File: src/sv/hucs_pkg.sv
// ----------------------------------------------------------------------------
// hucs_pkg: shared codes and types for the URI component splitter
// Parse position codes, component tags, delimiter bytes and the step result.
// ----------------------------------------------------------------------------
`default_nettype none

package hucs_pkg;

    localparam int CHAR_W = 8;
    localparam int POS_W  = 4;
    localparam int COMP_W = 3;

    localparam logic [POS_W-1:0] POS_START    = 4'd0;
    localparam logic [POS_W-1:0] POS_SCHEME   = 4'd1;
    localparam logic [POS_W-1:0] POS_COLON    = 4'd2;
    localparam logic [POS_W-1:0] POS_SLASH1   = 4'd3;
    localparam logic [POS_W-1:0] POS_HOST     = 4'd4;
    localparam logic [POS_W-1:0] POS_PORT     = 4'd5;
    localparam logic [POS_W-1:0] POS_PATH     = 4'd6;
    localparam logic [POS_W-1:0] POS_QUERY    = 4'd7;
    localparam logic [POS_W-1:0] POS_FRAGMENT = 4'd8;

    localparam logic [COMP_W-1:0] COMP_NONE     = 3'd0;
    localparam logic [COMP_W-1:0] COMP_SCHEME   = 3'd1;
    localparam logic [COMP_W-1:0] COMP_HOST     = 3'd2;
    localparam logic [COMP_W-1:0] COMP_PORT     = 3'd3;
    localparam logic [COMP_W-1:0] COMP_PATH     = 3'd4;
    localparam logic [COMP_W-1:0] COMP_QUERY    = 3'd5;
    localparam logic [COMP_W-1:0] COMP_FRAGMENT = 3'd6;

    localparam logic [CHAR_W-1:0] CH_SLASH = 8'h2f;
    localparam logic [CHAR_W-1:0] CH_COLON = 8'h3a;
    localparam logic [CHAR_W-1:0] CH_QUEST = 8'h3f;
    localparam logic [CHAR_W-1:0] CH_HASH  = 8'h23;

    typedef struct packed {
        logic              rejected;
        logic [COMP_W-1:0] component;
        logic [POS_W-1:0]  pos_next;
    } hucs_step_t;

    function automatic logic is_letter(input logic [CHAR_W-1:0] c);
        return ((c >= 8'h41) && (c <= 8'h5a)) || ((c >= 8'h61) && (c <= 8'h7a));
    endfunction

    function automatic logic is_dec_char(input logic [CHAR_W-1:0] c);
        return (c >= 8'h30) && (c <= 8'h39);
    endfunction

endpackage

`default_nettype wire

File: src/sv/hucs_if.sv
// ----------------------------------------------------------------------------
// hucs_if: valid/ready channels of the URI component splitter
// Request channel carries one URI byte, result channel one tagged byte.
// ----------------------------------------------------------------------------
`default_nettype none

interface hucs_req_if;
    logic                      valid;
    logic                      ready;
    logic [hucs_pkg::CHAR_W-1:0] char_in;
    logic                      restart;

    modport source (output valid, output char_in, output restart, input ready);
    modport sink   (input valid, input char_in, input restart, output ready);
endinterface

interface hucs_res_if;
    logic                        valid;
    logic                        ready;
    logic                        rejected;
    logic [hucs_pkg::COMP_W-1:0] component;
    logic [hucs_pkg::CHAR_W-1:0] char_out;

    modport source (output valid, output rejected, output component, output char_out,
                    input ready);
    modport sink   (input valid, input rejected, input component, input char_out,
                    output ready);
endinterface

`default_nettype wire

File: src/sv/hucs_transition.sv
// ----------------------------------------------------------------------------
// hucs_transition: one grammar step of the URI parser
// Maps the current parse position and a byte to the tag and next position.
// ----------------------------------------------------------------------------
`default_nettype none

module hucs_transition (
    input  wire logic [hucs_pkg::POS_W-1:0]  pos,
    input  wire logic [hucs_pkg::CHAR_W-1:0] char_in,
    input  wire logic                        restart,
    output hucs_pkg::hucs_step_t             step
);
    import hucs_pkg::*;

    logic [POS_W-1:0]  cur;
    logic [POS_W-1:0]  nxt;
    logic [COMP_W-1:0] comp;
    logic              ok;

    always_comb
    begin
        cur  = restart ? POS_START : pos;
        nxt  = cur;
        comp = COMP_NONE;
        ok   = 1'b1;
        case (cur)
            POS_START:
            begin
                if (char_in == CH_SLASH)
                begin
                    nxt  = POS_PATH;
                    comp = COMP_PATH;
                end
                else if (is_letter(char_in))
                begin
                    nxt  = POS_SCHEME;
                    comp = COMP_SCHEME;
                end
                else
                    ok = 1'b0;
            end
            POS_SCHEME:
            begin
                if (is_letter(char_in))
                    comp = COMP_SCHEME;
                else if (char_in == CH_COLON)
                    nxt = POS_COLON;
                else
                    ok = 1'b0;
            end
            POS_COLON:
            begin
                if (char_in == CH_SLASH)
                    nxt = POS_SLASH1;
                else
                    ok = 1'b0;
            end
            POS_SLASH1:
            begin
                if (char_in == CH_SLASH)
                    nxt = POS_HOST;
                else
                    ok = 1'b0;
            end
            POS_HOST:
            begin
                if (char_in == CH_SLASH)
                    nxt = POS_PATH;
                else if (char_in == CH_COLON)
                    nxt = POS_PORT;
                else
                    comp = COMP_HOST;
            end
            POS_PORT:
            begin
                if (is_dec_char(char_in))
                    comp = COMP_PORT;
                else if (char_in == CH_SLASH)
                    nxt = POS_PATH;
                else
                    ok = 1'b0;
            end
            POS_PATH:
            begin
                if (char_in == CH_QUEST)
                    nxt = POS_QUERY;
                else if (char_in == CH_HASH)
                    nxt = POS_FRAGMENT;
                else
                    comp = COMP_PATH;
            end
            POS_QUERY:
            begin
                if (char_in == CH_HASH)
                    nxt = POS_FRAGMENT;
                else
                    comp = COMP_QUERY;
            end
            POS_FRAGMENT:
                comp = COMP_FRAGMENT;
            default:
                ok = 1'b0;
        endcase

        // rejected byte keeps the position and carries no tag
        step.rejected  = ~ok;
        step.component = ok ? comp : COMP_NONE;
        step.pos_next  = ok ? nxt : cur;
    end

endmodule

`default_nettype wire

File: src/sv/http_uri_component_splitter.sv
// ----------------------------------------------------------------------------
// http_uri_component_splitter: tags each byte of a request-URI by component
// Input register, one grammar step, result register; one byte per cycle unless res stalls.
// ----------------------------------------------------------------------------
// Usage
//   req carries one URI byte (char_in) and a restart flag per request; set
//   restart on the first byte of a URI to begin a fresh parse.
//   res returns one result per request, in order: rejected, component
//   (0 none .. 6 fragment) and the byte itself as char_out.
//   Path: a taken request is held in the input register, then passes the
//   grammar step into the result register once res is not stalled.
//   Throughput: one byte per cycle while res is not stalled; the position
//   register is read and written by the single transition step per byte.
//   Stall: while res.valid waits for res.ready, one more request can sit in
//   the input register; req.ready drops only when both stages are full.
//   Reset: rst_n clears both stages and sets the position to start.
// ----------------------------------------------------------------------------
`default_nettype none

module http_uri_component_splitter (
    input  wire logic clk,
    input  wire logic rst_n,
    hucs_req_if.sink   req,
    hucs_res_if.source res
);
    import hucs_pkg::*;

    logic              in_valid_reg;
    logic [CHAR_W-1:0] in_char_reg;
    logic              in_restart_reg;

    logic              res_valid_reg;
    logic              res_rejected_reg;
    logic [COMP_W-1:0] res_comp_reg;
    logic [CHAR_W-1:0] res_char_reg;

    logic [POS_W-1:0]  pos_reg;
    hucs_step_t        step;

    logic              out_free;
    logic              move;

    assign out_free  = ~res_valid_reg | res.ready;
    assign move      = in_valid_reg & out_free;
    assign req.ready = ~in_valid_reg | out_free;

    hucs_transition u_transition (
        .pos     (pos_reg),
        .char_in (in_char_reg),
        .restart (in_restart_reg),
        .step    (step)
    );

    always_ff @(posedge clk or negedge rst_n)
    begin
        if (!rst_n)
        begin
            in_valid_reg  <= 1'b0;
            res_valid_reg <= 1'b0;
            pos_reg       <= POS_START;
        end
        else
        begin
            if (req.ready)
                in_valid_reg <= req.valid;
            if (out_free)
                res_valid_reg <= in_valid_reg;
            if (move)
                pos_reg <= step.pos_next;
        end
    end

    always_ff @(posedge clk)
    begin
        if (req.valid && req.ready)
        begin
            in_char_reg    <= req.char_in;
            in_restart_reg <= req.restart;
        end
        if (move)
        begin
            res_rejected_reg <= step.rejected;
            res_comp_reg     <= step.component;
            res_char_reg     <= in_char_reg;
        end
    end

    assign res.valid     = res_valid_reg;
    assign res.rejected  = res_rejected_reg;
    assign res.component = res_comp_reg;
    assign res.char_out  = res_char_reg;

endmodule

`default_nettype wire

File: src/flat_wrapper.sv
// flat-port wrapper written by rule: the top's interface ports become plain ports
module http_uri_component_splitter_flat import hucs_pkg::*;
  (clk, rst_n, req_valid, req_char_in, req_restart, req_ready, res_valid, res_rejected, res_component, res_char_out, res_ready);
  hucs_req_if req_i ();
  hucs_res_if res_i ();
  input  wire logic clk;
  input  wire logic rst_n;
  input wire logic [$bits(req_i.valid)-1:0] req_valid;
  input wire logic [$bits(req_i.char_in)-1:0] req_char_in;
  input wire logic [$bits(req_i.restart)-1:0] req_restart;
  output wire logic [$bits(req_i.ready)-1:0] req_ready;
  output wire logic [$bits(res_i.valid)-1:0] res_valid;
  output wire logic [$bits(res_i.rejected)-1:0] res_rejected;
  output wire logic [$bits(res_i.component)-1:0] res_component;
  output wire logic [$bits(res_i.char_out)-1:0] res_char_out;
  input wire logic [$bits(res_i.ready)-1:0] res_ready;
  assign req_i.valid = req_valid;
  assign req_i.char_in = req_char_in;
  assign req_i.restart = req_restart;
  assign req_ready = req_i.ready;
  assign res_valid = res_i.valid;
  assign res_rejected = res_i.rejected;
  assign res_component = res_i.component;
  assign res_char_out = res_i.char_out;
  assign res_i.ready = res_ready;
  http_uri_component_splitter u_core (.clk(clk), .rst_n(rst_n), .req(req_i), .res(res_i));
endmodule
File: config.mk
export PLATFORM = sky130hd
export DESIGN_NAME = http_uri_component_splitter_flat
export DESIGN_NICKNAME = d
export VERILOG_FILES = /design/src/sv/hucs_pkg.sv /design/src/sv/hucs_if.sv /design/src/sv/hucs_transition.sv /design/src/sv/http_uri_component_splitter.sv /design/src/flat_wrapper.sv
export SDC_FILE = /design/constraint.sdc
export NUM_CORES = 1
export LEC_CHECK = 0
export BUFFER_PORTS_ARGS = -buffer_cell sky130_fd_sc_hd__buf_2
export CORE_ASPECT_RATIO = 1.2
export CORE_UTILIZATION = 25
export CTS_CLUSTER_SIZE = 25
export DETAILED_ROUTE_END_ITERATION = 10
export GPL_ROUTABILITY_DRIVEN = 1
export REMOVE_ABC_BUFFERS = 1
export SETUP_SLACK_MARGIN = 0.4
export SYNTH_ARGS = -nofsm -noshare
export SYNTH_HDL_FRONTEND = slang
export SYNTH_SLANG_ARGS = --single-unit
File: constraint.sdc
create_clock -name clk -period 2.4 [get_ports clk]
set_clock_uncertainty 0.15 [all_clocks]
set_input_delay 0.24 -clock clk [delete_from_list [all_inputs] [get_ports clk]]
set_output_delay 0.24 -clock clk [all_outputs]
set_load 0.02 [all_outputs]
Word level (Yosys, flattened, before mapping)
Index checks and enable logic that the tools add are counted.
{"block": "totals", "elab_cells": 71, "output_inout_bits": 14, "input_bits": 13, "register_bits": 27}
{"block": "classes", "n_reduce_logical": 8, "bitwise_logic": 6, "muxes": 31, "order_cmp": 6, "n_eq_ne": 12}
{"cell": "4-bit 2-to-1 mux", "count": 14}
{"cell": "8-bit by 6-bit == test with 1-bit output, second input constant", "count": 4}
{"cell": "4-bit one-hot mux with 8 select lines", "count": 1}
{"cell": "3-bit one-hot mux with 7 select lines", "count": 1}
{"cell": "4-bit by 3-bit == test with 1-bit output, second input constant", "count": 4}
{"cell": "8-bit by 7-bit >= comparator with 1-bit output, second input constant", "count": 2}
{"cell": "8-bit by 7-bit less-or-equal comparator with 1-bit output, second input constant", "count": 2}
{"cell": "3-bit 2-to-1 mux", "count": 4}
{"cell": "4-bit by 2-bit == test with 1-bit output, second input constant", "count": 2}
{"cell": "8-bit by 6-bit >= comparator with 1-bit output, second input constant", "count": 1}
{"cell": "8-bit by 6-bit less-or-equal comparator with 1-bit output, second input constant", "count": 1}
{"cell": "1-bit 2-to-1 mux", "count": 7}
{"cell": "2-bit 2-to-1 mux", "count": 3}
{"cell": "1-bit one-hot mux with 5 select lines", "count": 1}
{"cell": "4-bit by 1-bit == test with 1-bit output, second input constant", "count": 1}
{"cell": "4-bit == test, second input constant", "count": 1}
{"cell": "1-bit logical AND", "count": 4}
{"cell": "4-bit zero test", "count": 1}
{"cell": "4-bit OR reduction", "count": 1}
{"cell": "1-bit NOT", "count": 3}
{"cell": "1-bit bitwise OR", "count": 2}
{"cell": "2-bit OR reduction", "count": 1}
{"cell": "1-bit AND", "count": 1}
{"cell": "1-bit logical OR", "count": 1}

Logic depth before layout (Yosys ltp)
Gate-level depths: netlist (run 1).
{"block": "logic_depth", "ltp_word": 7, "ltp_mapped": 8, "ltp_nobuf": 6}

Cells and area by module
Synthesis (run 1) repeated with hierarchy kept, for this count alone.
{"block": "hier_totals", "cells_unflattened": 126, "hier_area_um2": 1438.9}
{"mod": "http_uri_component_splitter", "seq_area_each_um2": 780.7, "cells_each": 38, "n_inst": 1, "area_per_inst_um2": 897.1}
{"mod": "hucs_transition", "seq_area_each_um2": 0.0, "cells_each": 88, "n_inst": 1, "area_per_inst_um2": 541.8}

Least setup slack after synthesis (run 1)
OpenSTA, ideal clock, no wires.
{"block": "synth_timing", "path_kind": "register to register", "from": "register u_core.in_char_reg[4]", "to": "register u_core.pos_reg[0]", "arrival_time_ps": 1842, "setup_ps": 126, "required_ps": 2124, "path_buffers": 0, "synth_period_minus_slack_ps": 2118, "stages_incl_launch_ff": 7, "setup_slack_ps": 282, "cell_sequence": "edfxtp_1 -> or4b_4 -> nor2_4 -> a211oi_1 -> a41oi_1 -> o2111ai_1 -> a221o_1"}
{"block": "synth_via", "elab_chain_cells": 7, "word_cells_on_any_way": 35, "cone_classes": "order compare: 6; eq/ne: 4; mux: 21; reduce/logical: 4"}
{"item": "start, declared", "line": "http_uri_component_splitter.sv:29", "rtl": "logic [CHAR_W-1:0] in_char_reg;"}
{"item": "start signal, assigned", "line": "http_uri_component_splitter.sv:77", "rtl": "in_char_reg <= req.char_in;"}
{"item": "8-bit by 7-bit >= comparator with 1-bit output / 8-bit by 7-bit less-or-equal comparator with 1-bit output (equally long branches)", "line": "hucs_pkg.sv:43", "rtl": "return ((c >= 8'h41) && (c <= 8'h5a)) || ((c >= 8'h61) && (c <= 8'h7a));"}
{"item": "1-bit logical AND", "line": "hucs_pkg.sv:43"}
{"item": "1-bit logical OR", "line": "hucs_pkg.sv:43"}
{"item": "4-bit 2-to-1 mux / 1-bit 2-to-1 mux (equally long branches)", "line": "hucs_transition.sv:34", "rtl": "else if (is_letter(char_in))"}
{"item": "4-bit 2-to-1 mux / 1-bit 2-to-1 mux (equally long branches)", "line": "hucs_transition.sv:29", "rtl": "if (char_in == CH_SLASH)"}
{"item": "4-bit one-hot mux with 8 select lines / 1-bit one-hot mux with 5 select lines (equally long branches)", "line": "hucs_transition.sv:26", "rtl": "case (cur)"}
{"item": "4-bit 2-to-1 mux *", "line": "hucs_transition.sv:108", "rtl": "step.pos_next = ok ? nxt : cur;"}
{"item": "end signal, assigned", "line": "http_uri_component_splitter.sv:69", "rtl": "pos_reg <= step.pos_next;"}
{"item": "end, declared", "line": "http_uri_component_splitter.sv:37", "rtl": "logic [POS_W-1:0] pos_reg;"}
Every way passes the cells marked *; elsewhere a longest branch is shown, timed or not.
A chain may end at the register's enable or synchronous reset.

Worst setup path in the final report (run 1)
{"block": "layout_timing", "from": "register u_core.in_char_reg[2]", "to": "register u_core.pos_reg[0]"}
Same word-level chain as after synthesis.

==> metrics.json, run 1 <==
{
  "status": {
    "outcome": "finished, final reports clean"
  },
  "detailed_routing": {
    "num_vias": 1427,
    "viasPerCell": 5.06,
    "drt_wl_total_um": 4000,
    "drt.antenna.violating_nets": 0,
    "drcViolationCount": 0,
    "first_pass_iters": 4,
    "drtIter0Drc": 107,
    "routedWlPerCell_um": 14.2
  },
  "sta": {
    "finalMaxSlewViolations": 0,
    "timing.fmax_ghz": 0.442,
    "setup_tns_ps": 0,
    "worstMarginPinSlew_ps": 531,
    "report.final.setup_viol": 0,
    "finalHoldViolations": 0,
    "max_slew_margin_pct": 64.3,
    "rsz0062_at_grt": "true",
    "layout_worst_path_cycle_share_pct": 94.2,
    "final.setup.worst_slack_ps": 140,
    "worst_hold_slack_ps": 0.569,
    "fin_crit_ps": 2260
  },
  "clock_tree": {
    "ctsLongestPathBuffers": 2,
    "clock_sink_count": 27,
    "clock_latency_ps": 280,
    "cts_inserted_buffers": 3,
    "htreeDepth": 1,
    "path_clk_slew_ps": 100,
    "tritoncts": "built",
    "cts-root-buf": "sky130_fd_sc_hd__clkbuf_8"
  },
  "flow_run": {
    "maximum_capacitance_violations": 0
  },
  "pwr": {
    "leak_pwr_uw": 0.000812,
    "share_clk_of_total_power_pct": 18.8,
    "seq_power_share_pct": 43.1,
    "power.combinational.fraction_pct": 38.1,
    "netSwitchingFraction_pct": 35.2,
    "worst_ir_drop_vdd_mv": 0.239,
    "areal_power_density_over_the_cells_nw_per_um2": 684,
    "p_int_uw": 936,
    "p_switching_uw": 509
  },
  "setup_path": {
    "critical_path.startpoint_type": "flop",
    "worstReg2RegStart": "u_core.in_char_reg[2]",
    "path_class": "reg -> reg",
    "r2r_slack_ps": 140,
    "critPathArrivalTime_ps": 2280,
    "rr_worst_depth": 6,
    "worstReg2RegEnd": "u_core.pos_reg[0]",
    "crit_path_start": "u_core.in_char_reg[2]",
    "cp.required_ps": 2420,
    "worstPathMaxFanout": 8,
    "worst_setup_path_end_kind": "flop"
  },
  "die": {
    "initial_utilization_pct": 26.0,
    "die_h_um": 86.1,
    "row_count": 30,
    "die_area_um2": 6210,
    "design.core.area_um2": 5670,
    "die_width_um": 72.1,
    "pin_count": 27
  },
  "global_route": {
    "grt_max_degree": 17,
    "via_count_of_the_first_global_routing_pass": 1438,
    "overflow": 0,
    "grt_antenna_before_repair": 0,
    "grt_pass1_wl_um": 6850,
    "globalRouteTotalUtil_pct": 14.1
  },
  "finish": {
    "final_design_area_no_fill_um2": 2110,
    "final_net_count": 216,
    "antenna_diodes": 0,
    "area.sequential_um2": 781,
    "drive_above_1_share_pct": 38.6,
    "multi_input_comb_area_um2": 708,
    "num-fill-cells": 554,
    "area_growth_syn_to_layout_pct": 43.3
  },
  "min_path": {
    "min_from": "req_valid",
    "timing.hold.worst_path_depth": 2,
    "worst_hold_end": "u_core.in_valid_reg",
    "min_path_type": "in -> reg"
  },
  "synthesis": {
    "post_synth_num_cell_types": 49,
    "synth_async_sr_flop_share_pct": 22.2,
    "synth_edf_count": 21,
    "synth-seq-area-share_pct": 53.0,
    "synthesis.instances": 138,
    "yosysWarningCount": 0,
    "syn_area_um2": 1470,
    "yosys_register_bits": 27,
    "synth_ff_type": "sky130_fd_sc_hd__edfxtp_1",
    "synth.avg_cell_area_um2": 10.7
  },
  "place": {
    "place_ws_ps": 95.8,
    "dpl.hpwl_um": 2810,
    "finalWeightedCongestion": 0.905,
    "place_area_um2": 1800,
    "buffer_ports.inserted": 26
  }
}
-- logic make-up after synthesis --
group,after synthesis,share of synthesized area (%)
compound gates,35,16.5
flops,27,53.0
simple gates,66,27.4
buf+inv,10,3.14
-- how the worst max path moves through the flow --
stage,end,slack (ps)
2_1_floorplan,u_core.pos_reg[0],280
3_3_place_gp,u_core.pos_reg[1],160
3_5_place_dp,u_core.pos_reg[0],100
4_1_cts,u_core.pos_reg[0],180
5_1_grt,u_core.pos_reg[0],40
6_report,u_core.pos_reg[0],140
-- cells in the mapped netlist (2+ instances only) --
cell                        n  share of area [%]
sky130_fd_sc_hd__inv_1      3               0.76
sky130_fd_sc_hd__buf_2      4                1.4
sky130_fd_sc_hd__nand3b_1   3                1.5
sky130_fd_sc_hd__edfxtp_1  21                 43
sky130_fd_sc_hd__nor3_1     5                1.7
sky130_fd_sc_hd__o21ai_0    8                2.7
sky130_fd_sc_hd__a221o_1    2                1.4
sky130_fd_sc_hd__o22ai_1    2               0.85
sky130_fd_sc_hd__and2_1     2               0.85
sky130_fd_sc_hd__nor2b_1    2               0.85
sky130_fd_sc_hd__nand3_1    5                1.7
sky130_fd_sc_hd__clkbuf_1   2               0.51
sky130_fd_sc_hd__nand2_1   10                2.5
sky130_fd_sc_hd__nor2_1    12                3.1
sky130_fd_sc_hd__nand4_1    2               0.85
sky130_fd_sc_hd__dfrtp_1    6                 10
sky130_fd_sc_hd__nand2b_1   7                3.0
sky130_fd_sc_hd__a22oi_1    2                1.0
sky130_fd_sc_hd__o221ai_1   2                1.2
sky130_fd_sc_hd__a21oi_1    8                2.7
sky130_fd_sc_hd__nor4b_1    2                1.2
-- metal layers --
metal  share of wire (%)  up-vias  GRT usage [%]  wire (um)
met2                  47       69           22.4       1880
met5                   0        -              0          0
met4                 4.1        0           9.45        165
met3                 7.2       19           2.35        287
met1                  42      677           17.5       1670
li1                    -      662              -          -
-- worst max-delay path: stages, from the launching register on --
cell and delay (ps):
sky130_fd_sc_hd__edfxtp_1 530, sky130_fd_sc_hd__or4_4 520, sky130_fd_sc_hd__nor2_2 130, sky130_fd_sc_hd__nor4b_2 90, sky130_fd_sc_hd__a221oi_4 320, sky130_fd_sc_hd__nor2_2 90
sky130_fd_sc_hd__a221o_1 330
-- metrics by stage --
step                      util [%]  std cells  total power (uW)
after detailed placement      31.7        254              1100
after global placement        31.7        254              1110
after floorplan                  -        131               905
after CTS                     35.8        276              1400
after global routing          37.3        282              1520
final                         37.3        282              1450
-- area by class of cell --
class | count | area share [%]
Clock buffer | 4 | 2.13
Inverter | 3 | 0.533
Multi-Input combinational cell | 101 | 33.5
Sequential cell | 27 | 37.0
Tap cell | 80 | 4.74
Timing Repair Buffer | 67 | 22.1
-- power by group through the flow --
stage          clock network [uW]  logic (uW)  registers (uW)
3_3_place_gp                    0         477             632
3_5_place_dp                    0         466             632
4_1_cts                       272         510             622
6_report                      272         551             623
5_1_grt                       293         596             634
2_1_floorplan                   0         227             678
-- cells in the final DEF (no fill, tap or decap), drive strengths merged, types with 2 or more instances in the layout --
cell type / instances
nand2b: 8
o22ai: 2
a221o: 3
o21ai: 9
inv: 3
nor3: 5
nor2: 14
clkbuf: 4
nor4: 2
a22oi: 2
nand2: 10
nor2b: 2
edfxtp: 21
dlygate4sd3: 10
nand4: 2
and2: 2
a21oi: 8
buf: 57
nand3b: 3
dfrtp: 6
nor4b: 2
or4b: 2
o221ai: 2
nand3: 5
-- timing repair --
action                                  CTS  global route
endpoints found under the setup margin    5             6
hold buffers                             10             0
endpoints found under the hold margin    15             0
buffers inserted                          8             6
gates resized for setup                   8             9
pin swaps                                 6             5
Note: power is estimated with default switching activity, not from simulation.
==> run 2: changes to the inputs <==
--- a/config.mk
+++ b/config.mk
@@ -11,6 +11,7 @@
 export CTS_CLUSTER_SIZE = 25
 export DETAILED_ROUTE_END_ITERATION = 10
 export GPL_ROUTABILITY_DRIVEN = 1
+export GPL_TIMING_DRIVEN = 0
 export REMOVE_ABC_BUFFERS = 1
 export SETUP_SLACK_MARGIN = 0.4
 export SYNTH_ARGS = -nofsm -noshare
==> constraint.sdc (replaced) <==
create_clock -name clk -period 1.8 [get_ports clk]
set_clock_uncertainty 0.15 [all_clocks]
set_input_delay 0.18 -clock clk [delete_from_list [all_inputs] [get_ports clk]]
set_output_delay 0.18 -clock clk [all_outputs]
set_load 0.02 [all_outputs]
==> run 2 against run 1 <==
  * The flow now finishes with violations (setup timing)
  * Die area did not move
  * Register-to-register slack worse by 610 ps
  * Sequential share of layout area decreased by 1.1 points
  * First-iteration DRC count down 29%
  * Cell area grew 3.5%
  * Critical endpoint unchanged
  * Highest routed layer unchanged
==> metrics.json, run 2 (synthesized netlist as in run 1, its figures left out) <==
{
  "sta": {
    "rsz0062_at_grt": "true",
    "layout_worst_path_cycle_share": {"value": 126, "unit": "%", "change": "+32 points"},
    "max_slew_margin": {"value": 65.4, "unit": "%", "change": "+1.1 points"},
    "finalMaxSlewViolations": {"value": 0, "change": "unchanged"},
    "worstMarginPinSlew": {"value": 515, "unit": "ps", "change": "-15.8 ps"},
    "report.final.setup_viol": {"value": 8, "change": "+8"},
    "fin_crit": {"value": 2270, "unit": "ps", "change": "+6.40 ps"},
    "finalHoldViolations": {"value": 0, "change": "unchanged"},
    "final.setup.worst_slack": {"value": -466, "unit": "ps", "change": "-606 ps"},
    "timing.fmax": {"value": 0.441, "unit": "GHz", "change": "-0.28%"}
  },
  "setup_path": {
    "worst_path_max_delay_cell": "sky130_fd_sc_hd__or4b_4",
    "cp.required": {"value": 1810, "unit": "ps", "change": "-610 ps"},
    "worstReg2RegEnd": "u_core.pos_reg[0]",
    "worstPathMaxFanout": {"value": 5, "change": "-3"},
    "path_class": "reg -> reg",
    "rr_worst_depth": {"value": 6, "change": "unchanged"},
    "worst_path_dominant_cell_family": "simple AND/OR/NAND/NOR gates",
    "worstReg2RegStart": "u_core.in_char_reg[7]",
    "r2r_slack": {"value": -470, "unit": "ps", "change": "-610 ps"},
    "critPathArrivalTime": {"value": 2270, "unit": "ps", "change": "about the same"},
    "worstPathCellList": "or4b_4 -> nor2_4 -> a211oi_1 -> a41oi_1 -> o2111ai_1 -> a221o_1",
    "slowest_delay": {"value": 600, "unit": "ps", "change": "+70 ps"},
    "worst_setup_path_end_kind": "flop",
    "cp.depth": {"value": 6, "change": "unchanged"},
    "critPathBufInv": {"value": 0, "change": "unchanged"},
    "critical_path.startpoint_type": "flop"
  },
  "place": {
    "dpl.hpwl": {"value": 2310, "unit": "um", "change": "-18%"},
    "buffer_ports.inserted": {"value": 26, "change": "unchanged"},
    "place_ws": {"value": -637, "unit": "ps", "change": "-733 ps"},
    "finalWeightedCongestion": {"value": 0.929, "change": "+2.7%"}
  },
  "min_path": {
    "timing.hold.worst_path_depth": {"value": 3, "change": "+1"},
    "worst_hold_end": "u_core.res.valid",
    "min_path_type": "in -> reg",
    "min_from": "res_ready"
  },
  "clock_tree": {
    "htreeDepth": {"value": 1, "change": "unchanged"},
    "cts_inserted_buffers": {"value": 3, "change": "unchanged"},
    "clock_latency": {"value": 270, "unit": "ps", "change": "about the same"},
    "ctsLongestPathBuffers": {"value": 2, "change": "unchanged"},
    "clock_sink_count": {"value": 27, "change": "unchanged"},
    "cts-root-buf": "sky130_fd_sc_hd__clkbuf_8",
    "tritoncts": "built",
    "path_clk_slew": {"value": 100, "unit": "ps", "change": "about the same"}
  },
  "die": {
    "initial_utilization": {"value": 26.0, "unit": "%", "change": "unchanged"},
    "die_width": {"value": 72.1, "unit": "um", "change": "unchanged"},
    "die_h": {"value": 86.1, "unit": "um", "change": "unchanged"},
    "design.core.area": {"value": 5670, "unit": "um2", "change": "unchanged"},
    "pin_count": {"value": 27, "change": "unchanged"},
    "die_area": {"value": 6210, "unit": "um2", "change": "unchanged"},
    "row_count": {"value": 30, "change": "unchanged"}
  },
  "pwr": {
    "power.combinational.fraction": {"value": 33.1, "unit": "%", "change": "-5.0 points"},
    "p_int": {"value": 1200, "unit": "uW", "change": "+28%"},
    "p_switching": {"value": 650, "unit": "uW", "change": "+28%"},
    "leak_pwr": {"value": 0.000831, "unit": "uW", "change": "+2.3%"},
    "total_power": {"value": 1850, "unit": "uW", "change": "+28%"},
    "seq_power_share": {"value": 48.1, "unit": "%", "change": "+5.0 points"},
    "areal_power_density_over_the_cells": {"value": 846, "unit": "nW/um2", "change": "+24%"},
    "worst_ir_drop_vdd": {"value": 0.424, "unit": "mV", "change": "+78%"},
    "netSwitchingFraction": {"value": 35.2, "unit": "%", "change": "-0.049 points"},
    "share_clk_of_total_power": {"value": 18.8, "unit": "%", "change": "about the same"}
  },
  "flow_run": {
    "maximum_capacitance_violations": {"value": 0, "change": "unchanged"}
  },
  "global_route": {
    "grt_max_degree": {"value": 18, "change": "+1"},
    "grt_antenna_before_repair": {"value": 0, "change": "unchanged"},
    "globalRouteTotalUtil": {"value": 12.5, "unit": "%", "change": "-1.6 points"},
    "via_count_of_the_first_global_routing_pass": {"value": 1293, "change": "-10%"},
    "grt_pass1_wl": {"value": 6110, "unit": "um", "change": "-11%"},
    "overflow": {"value": 0, "change": "unchanged"}
  },
  "detailed_routing": {
    "first_pass_iters": {"value": 6, "change": "+2"},
    "drt.antenna.violating_nets": {"value": 0, "change": "unchanged"},
    "viasPerCell": {"value": 5.10, "change": "+0.83%"},
    "routedWlPerCell": {"value": 14.2, "unit": "um", "change": "+0.44%"},
    "num_vias": {"value": 1449, "change": "+1.5%"},
    "drcViolationCount": {"value": 0, "change": "unchanged"},
    "drtIter0Drc": {"value": 76, "change": "-29%"},
    "drt_wl_total": {"value": 4050, "unit": "um", "change": "+1.2%"}
  },
  "finish": {
    "drive_above_1_share": {"value": 43.1, "unit": "%", "change": "+4.5 points"},
    "most_frequent_standard_cell_in_the_layout_excluding_fill_and_tap_cells": "sky130_fd_sc_hd__buf_4",
    "antenna_diodes": {"value": 0, "change": "unchanged"},
    "final_net_count": {"value": 218, "change": "+0.93%"},
    "area_growth_syn_to_layout_pct": 48.3,
    "final_cell_mix": "sky130_fd_sc_hd__buf_4, sky130_fd_sc_hd__buf_2, sky130_fd_sc_hd__edfxtp_1"
  },
  "status": {
    "violations_in_the_final_reports": "setup timing",
    "outcome": "finished with violations"
  }
}
==> run 2: changes by cell type in the layout (fill, tap and decap cells not counted), sizes merged <==
| cell | delta |
|---|---|
| clkinv | +1 |
| buf | +1 |
| clkbuf | -1 |
| dlygate4sd3 | +1 |
==> run 2: worst max-delay path by stage <==
stage / slack, ps / start / end
floorplan: -320 / u_core.in_char_reg[4] / u_core.pos_reg[0]
global placement: -650 / u_core.pos_reg[3] / u_core.pos_reg[0]
detailed placement: -640 / u_core.pos_reg[3] / u_core.pos_reg[1]
CTS: -440 / u_core.in_char_reg[1] / u_core.pos_reg[1]
global route: -540 / u_core.in_char_reg[4] / u_core.pos_reg[0]
finish: -470 / u_core.in_char_reg[7] / u_core.pos_reg[0]
==> run 2: through the flow <==
stage	hold WS (ps)	TNS, ps	utilization [%]	cell area (um2)	cells
floorplan	-266	-741	-	1440	131
global placement	-135	-2410	29.4	1670	237
detailed placement	-140	-2430	29.4	1670	237
CTS	20.6	-1790	36.2	2050	274
global route	54.4	-2620	38.6	2190	284
finish	30.5	-2130	38.6	2190	284
==> run 2: layer usage <==
layer | vias up | global-route usage (%) | share of wire [%]
met5 | - | 0 | 0
met4 | 0 | 4.99 | 2.0
met3 | 12 | 1.88 | 6.8
met2 | 91 | 21.3 | 51
met1 | 675 | 15.8 | 40
li1 | 671 | - | -
==> run 2: power by group through the flow <==
stage | Sequential [uW] | Combinational, uW | Clock [uW]
after floorplan | 904 | 303 | 0
after global placement | 901 | 457 | 0
after detailed placement | 899 | 455 | 0
after CTS | 879 | 560 | 359
after global routing | 908 | 654 | 386
final | 890 | 612 | 347
==> run 2: what timing repair did <==
item                                    4_1_cts  5_1_grt
endpoints found under the setup margin       29       20
buffers inserted                             22       10
hold endpoints to repair                     16        0
hold buffers                                 11        0
pin swaps                                     8       13
gates resized for setup                      18       14
==> run 2: layout make-up <==
type                    count  area (um2)
clock buffers               3        41.3
clock inverters             1        5.00
fillers                   534        3480
inverters                   3        11.3
multi-input cells         101         752
flip-flops and latches     27         785
well taps                  80         100
repair buffers             69         492
==> run 2: worst min-delay path, cell delays in order <==
cell                       delay, ps
sky130_fd_sc_hd__buf_2            80
sky130_fd_sc_hd__nand2b_1        110
sky130_fd_sc_hd__nand2b_1         50
==> run 3: changes to the inputs <==
--- a/config.mk
+++ b/config.mk
@@ -5,11 +5,10 @@
 export SDC_FILE = /design/constraint.sdc
 export NUM_CORES = 1
 export LEC_CHECK = 0
-export BUFFER_PORTS_ARGS = -buffer_cell sky130_fd_sc_hd__buf_2
-export CORE_ASPECT_RATIO = 1.2
 export CORE_UTILIZATION = 25
 export CTS_CLUSTER_SIZE = 25
 export DETAILED_ROUTE_END_ITERATION = 10
+export DONT_BUFFER_PORTS = 1
 export GPL_ROUTABILITY_DRIVEN = 1
 export GPL_TIMING_DRIVEN = 0
 export REMOVE_ABC_BUFFERS = 1
==> run 3 against run 2 <==
  * The flow finishes with violations (hold timing, setup timing)
  * Sequential share of layout area is 2.0 points higher
  * Non-clock buffer count is 30 lower
  * Setup slack worse by 52 ps
  * Die area hardly changed
  * Critical endpoint unchanged
==> metrics.json, run 3 (synthesized netlist as in run 1, its figures left out) <==
{
  "detailed_routing": {
    "num_vias": {"value": 1296, "change": "-11%"},
    "routedWlPerCell": {"value": 15.8, "unit": "um", "change": "+11%"},
    "first_pass_iters": {"value": 4, "change": "-2"},
    "drt.antenna.violating_nets": {"value": 0, "change": "unchanged"},
    "viasPerCell": {"value": 5.25, "change": "+2.8%"},
    "drcViolationCount": {"value": 0, "change": "unchanged"},
    "drt_wl_total": {"value": 3910, "unit": "um", "change": "-3.4%"},
    "drtIter0Drc": {"value": 134, "change": "+76%"}
  },
  "finish": {
    "area_growth_syn_to_layout_pct": 40.7,
    "most_frequent_standard_cell_in_the_layout_excluding_fill_and_tap_cells": "sky130_fd_sc_hd__buf_4",
    "final_cell_mix": "sky130_fd_sc_hd__buf_4, sky130_fd_sc_hd__edfxtp_1, sky130_fd_sc_hd__dlygate4sd3_1",
    "final_net_count": {"value": 189, "change": "-13%"},
    "final_design_area_no_fill": {"value": 2070, "unit": "um2", "change": "-5.2%"},
    "antenna_diodes": {"value": 0, "change": "unchanged"},
    "num-fill-cells": {"value": 557, "change": "+4.3%"},
    "drive_above_1_share": {"value": 37.7, "unit": "%", "change": "-5.4 points"}
  },
  "setup_path": {
    "worstReg2RegEnd": "u_core.pos_reg[0]",
    "worstPathCellList": "or4_4 -> nor2_4 -> nor3_1 -> o21ai_1 -> o2111ai_2 -> a221o_1",
    "critical_path.startpoint_type": "flop",
    "r2r_slack": {"value": -520, "unit": "ps", "change": "-50 ps"},
    "cp.required": {"value": 1810, "unit": "ps", "change": "about the same"},
    "worst_path_max_delay_cell": "sky130_fd_sc_hd__or4_4",
    "rr_worst_depth": {"value": 6, "change": "unchanged"},
    "worst_setup_path_end_kind": "flop",
    "critPathArrivalTime": {"value": 2330, "unit": "ps", "change": "+60 ps"},
    "worstPathMaxFanout": {"value": 8, "change": "+3"},
    "path_class": "reg -> reg",
    "slowest_delay": {"value": 570, "unit": "ps", "change": "-30 ps"},
    "worstReg2RegStart": "u_core.in_char_reg[2]"
  },
  "sta": {
    "worstMarginPinSlew": {"value": 480, "unit": "ps", "change": "-35.1 ps"},
    "max_slew_margin": {"value": 67.7, "unit": "%", "change": "+2.4 points"},
    "worst_hold_slack": {"value": -50.4, "unit": "ps", "change": "-80.9 ps"},
    "rsz0062_at_grt": "true",
    "finalMaxSlewViolations": {"value": 0, "change": "unchanged"},
    "fin_crit": {"value": 2320, "unit": "ps", "change": "+52.3 ps"},
    "finalHoldViolations": {"value": 1, "change": "+1"},
    "layout_worst_path_cycle_share": {"value": 129, "unit": "%", "change": "+2.9 points"},
    "final.setup.worst_slack": {"value": -519, "unit": "ps", "change": "-52.3 ps"},
    "timing.fmax": {"value": 0.431, "unit": "GHz", "change": "-2.3%"},
    "report.final.setup_viol": {"value": 7, "change": "-1"}
  },
  "pwr": {
    "share_clk_of_total_power": {"value": 18.3, "unit": "%", "change": "-0.5 points"},
    "p_int": {"value": 1190, "unit": "uW", "change": "-1.1%"},
    "leak_pwr": {"value": 0.000738, "unit": "uW", "change": "-11%"},
    "total_power": {"value": 1840, "unit": "uW", "change": "-0.73%"},
    "seq_power_share": {"value": 51.2, "unit": "%", "change": "+3.1 points"},
    "areal_power_density_over_the_cells": {"value": 886, "unit": "nW/um2", "change": "+4.7%"},
    "p_switching": {"value": 650, "unit": "uW", "change": "about the same"},
    "power.combinational.fraction": {"value": 30.4, "unit": "%", "change": "-2.7 points"},
    "netSwitchingFraction": {"value": 35.4, "unit": "%", "change": "+0.24 points"},
    "worst_ir_drop_vdd": {"value": 0.432, "unit": "mV", "change": "+1.9%"}
  },
  "die": {
    "die_width": {"value": 78.8, "unit": "um", "change": "+9.3%"},
    "die_area": {"value": 6210, "unit": "um2", "change": "about the same"},
    "row_count": {"value": 27, "change": "-10%"},
    "design.core.area": {"value": 5610, "unit": "um2", "change": "-1.1%"},
    "die_h": {"value": 78.8, "unit": "um", "change": "-8.5%"},
    "pin_count": {"value": 27, "change": "unchanged"},
    "initial_utilization": {"value": 26.3, "unit": "%", "change": "+0.28 points"}
  },
  "place": {
    "place_area": {"value": 1530, "unit": "um2", "change": "-8.4%"},
    "buffer_ports.inserted": {"value": 0, "change": "-100%"},
    "place_ws": {"value": -591, "unit": "ps", "change": "+46.7 ps"},
    "dpl.hpwl": {"value": 2300, "unit": "um", "change": "-0.26%"},
    "finalWeightedCongestion": {"value": 0.901, "change": "-3.1%"}
  },
  "global_route": {
    "grt_antenna_before_repair": {"value": 0, "change": "unchanged"},
    "globalRouteTotalUtil": {"value": 12.0, "unit": "%", "change": "-0.48 points"},
    "grt_pass1_wl": {"value": 5760, "unit": "um", "change": "-5.8%"},
    "via_count_of_the_first_global_routing_pass": {"value": 1189, "change": "-8.0%"},
    "grt_max_degree": {"value": 18, "change": "unchanged"},
    "overflow": {"value": 0, "change": "unchanged"}
  },
  "clock_tree": {
    "clock_latency": {"value": 270, "unit": "ps", "change": "about the same"},
    "htreeDepth": {"value": 1, "change": "unchanged"},
    "path_clk_slew": {"value": 90, "unit": "ps", "change": "about the same"},
    "ctsLongestPathBuffers": {"value": 2, "change": "unchanged"},
    "tritoncts": "built",
    "holdBufCountCts": {"value": 11, "change": "unchanged"},
    "cts-root-buf": "sky130_fd_sc_hd__clkbuf_8",
    "cts_inserted_buffers": {"value": 3, "change": "unchanged"},
    "clock_sink_count": {"value": 27, "change": "unchanged"}
  },
  "status": {
    "violations_in_the_final_reports": "hold timing, setup timing",
    "outcome": "finished with violations"
  },
  "min_path": {
    "min_from": "res_ready",
    "worst_hold_end": "u_core.res.valid",
    "min_path_type": "in -> reg",
    "timing.hold.worst_path_depth": {"value": 2, "change": "-1"}
  },
  "flow_run": {
    "maximum_capacitance_violations": {"value": 0, "change": "unchanged"}
  }
}
## run 3: cell types whose count changed in the layout (fill, tap and decap cells not counted), sizes merged
cell  delta
buf     -30
and2     +1
## run 3: stage by stage
step                      TNS [ps]  std cells  util, %
after floorplan               -741        131        -
after global routing         -2860        247     37.0
after detailed placement     -2240        203     27.3
after global placement       -2350        203     27.3
after CTS                    -1770        240     34.1
final                        -2450        247     37.0
## run 3: worst max-delay path, delay by kind of cell, from the launching register on
family / cells / cell delay [ps]
compound gates: 3 / 760
simple gates: 3 / 790
flops: 1 / 510
## run 3: area by class of cell
cell class | count | area (um2) | area share [%]
Clock inverter | 1 | 5.00 | 0.241
Multi-Input combinational cell | 102 | 797 | 38.4
Inverter | 3 | 11.3 | 0.543
Sequential cell | 27 | 786 | 37.9
Timing Repair Buffer | 39 | 343 | 16.5
Clock buffer | 3 | 41.3 | 1.99
Tap cell | 72 | 90.1 | 4.35
## run 3: worst max path at each step
| stage | startpoint | to | slack (ps) |
|---|---|---|---|
| floorplan | u_core.in_char_reg[4] | u_core.pos_reg[0] | -320 |
| global placement | u_core.pos_reg[1] | u_core.pos_reg[1] | -610 |
| detailed placement | u_core.pos_reg[1] | u_core.pos_reg[0] | -590 |
| CTS | u_core.in_char_reg[7] | u_core.pos_reg[1] | -410 |
| global route | u_core.in_char_reg[4] | u_core.pos_reg[0] | -560 |
| finish | u_core.in_char_reg[2] | u_core.pos_reg[0] | -520 |
## run 3: power groups by stage
stage          Sequential, uW  Combinational (uW)  Clock, uW
2_1_floorplan             904                 303          0
3_3_place_gp              945                 371          0
3_5_place_dp              948                 369          0
4_1_cts                   931                 495        349
5_1_grt                   953                 612        370
6_report                  940                 559        337
## run 3: timing repair
action | in CTS | in global routing
gates resized for setup | 21 | 22
gates cloned | 1 | 0
setup buffers | 21 | 7
endpoints found under the setup margin | 29 | 18
hold endpoints to repair | 17 | 1
pin swaps | 9 | 9
## run 3: routing by layer
layer / vias up / track usage, % / routed length, um
li1: 613 / - / -
met4: 0 / 4.81 / 21
met2: 63 / 19.0 / 1870
met1: 618 / 15.7 / 1700
met3: 2 / 2.87 / 313
met5: - / 0 / 0
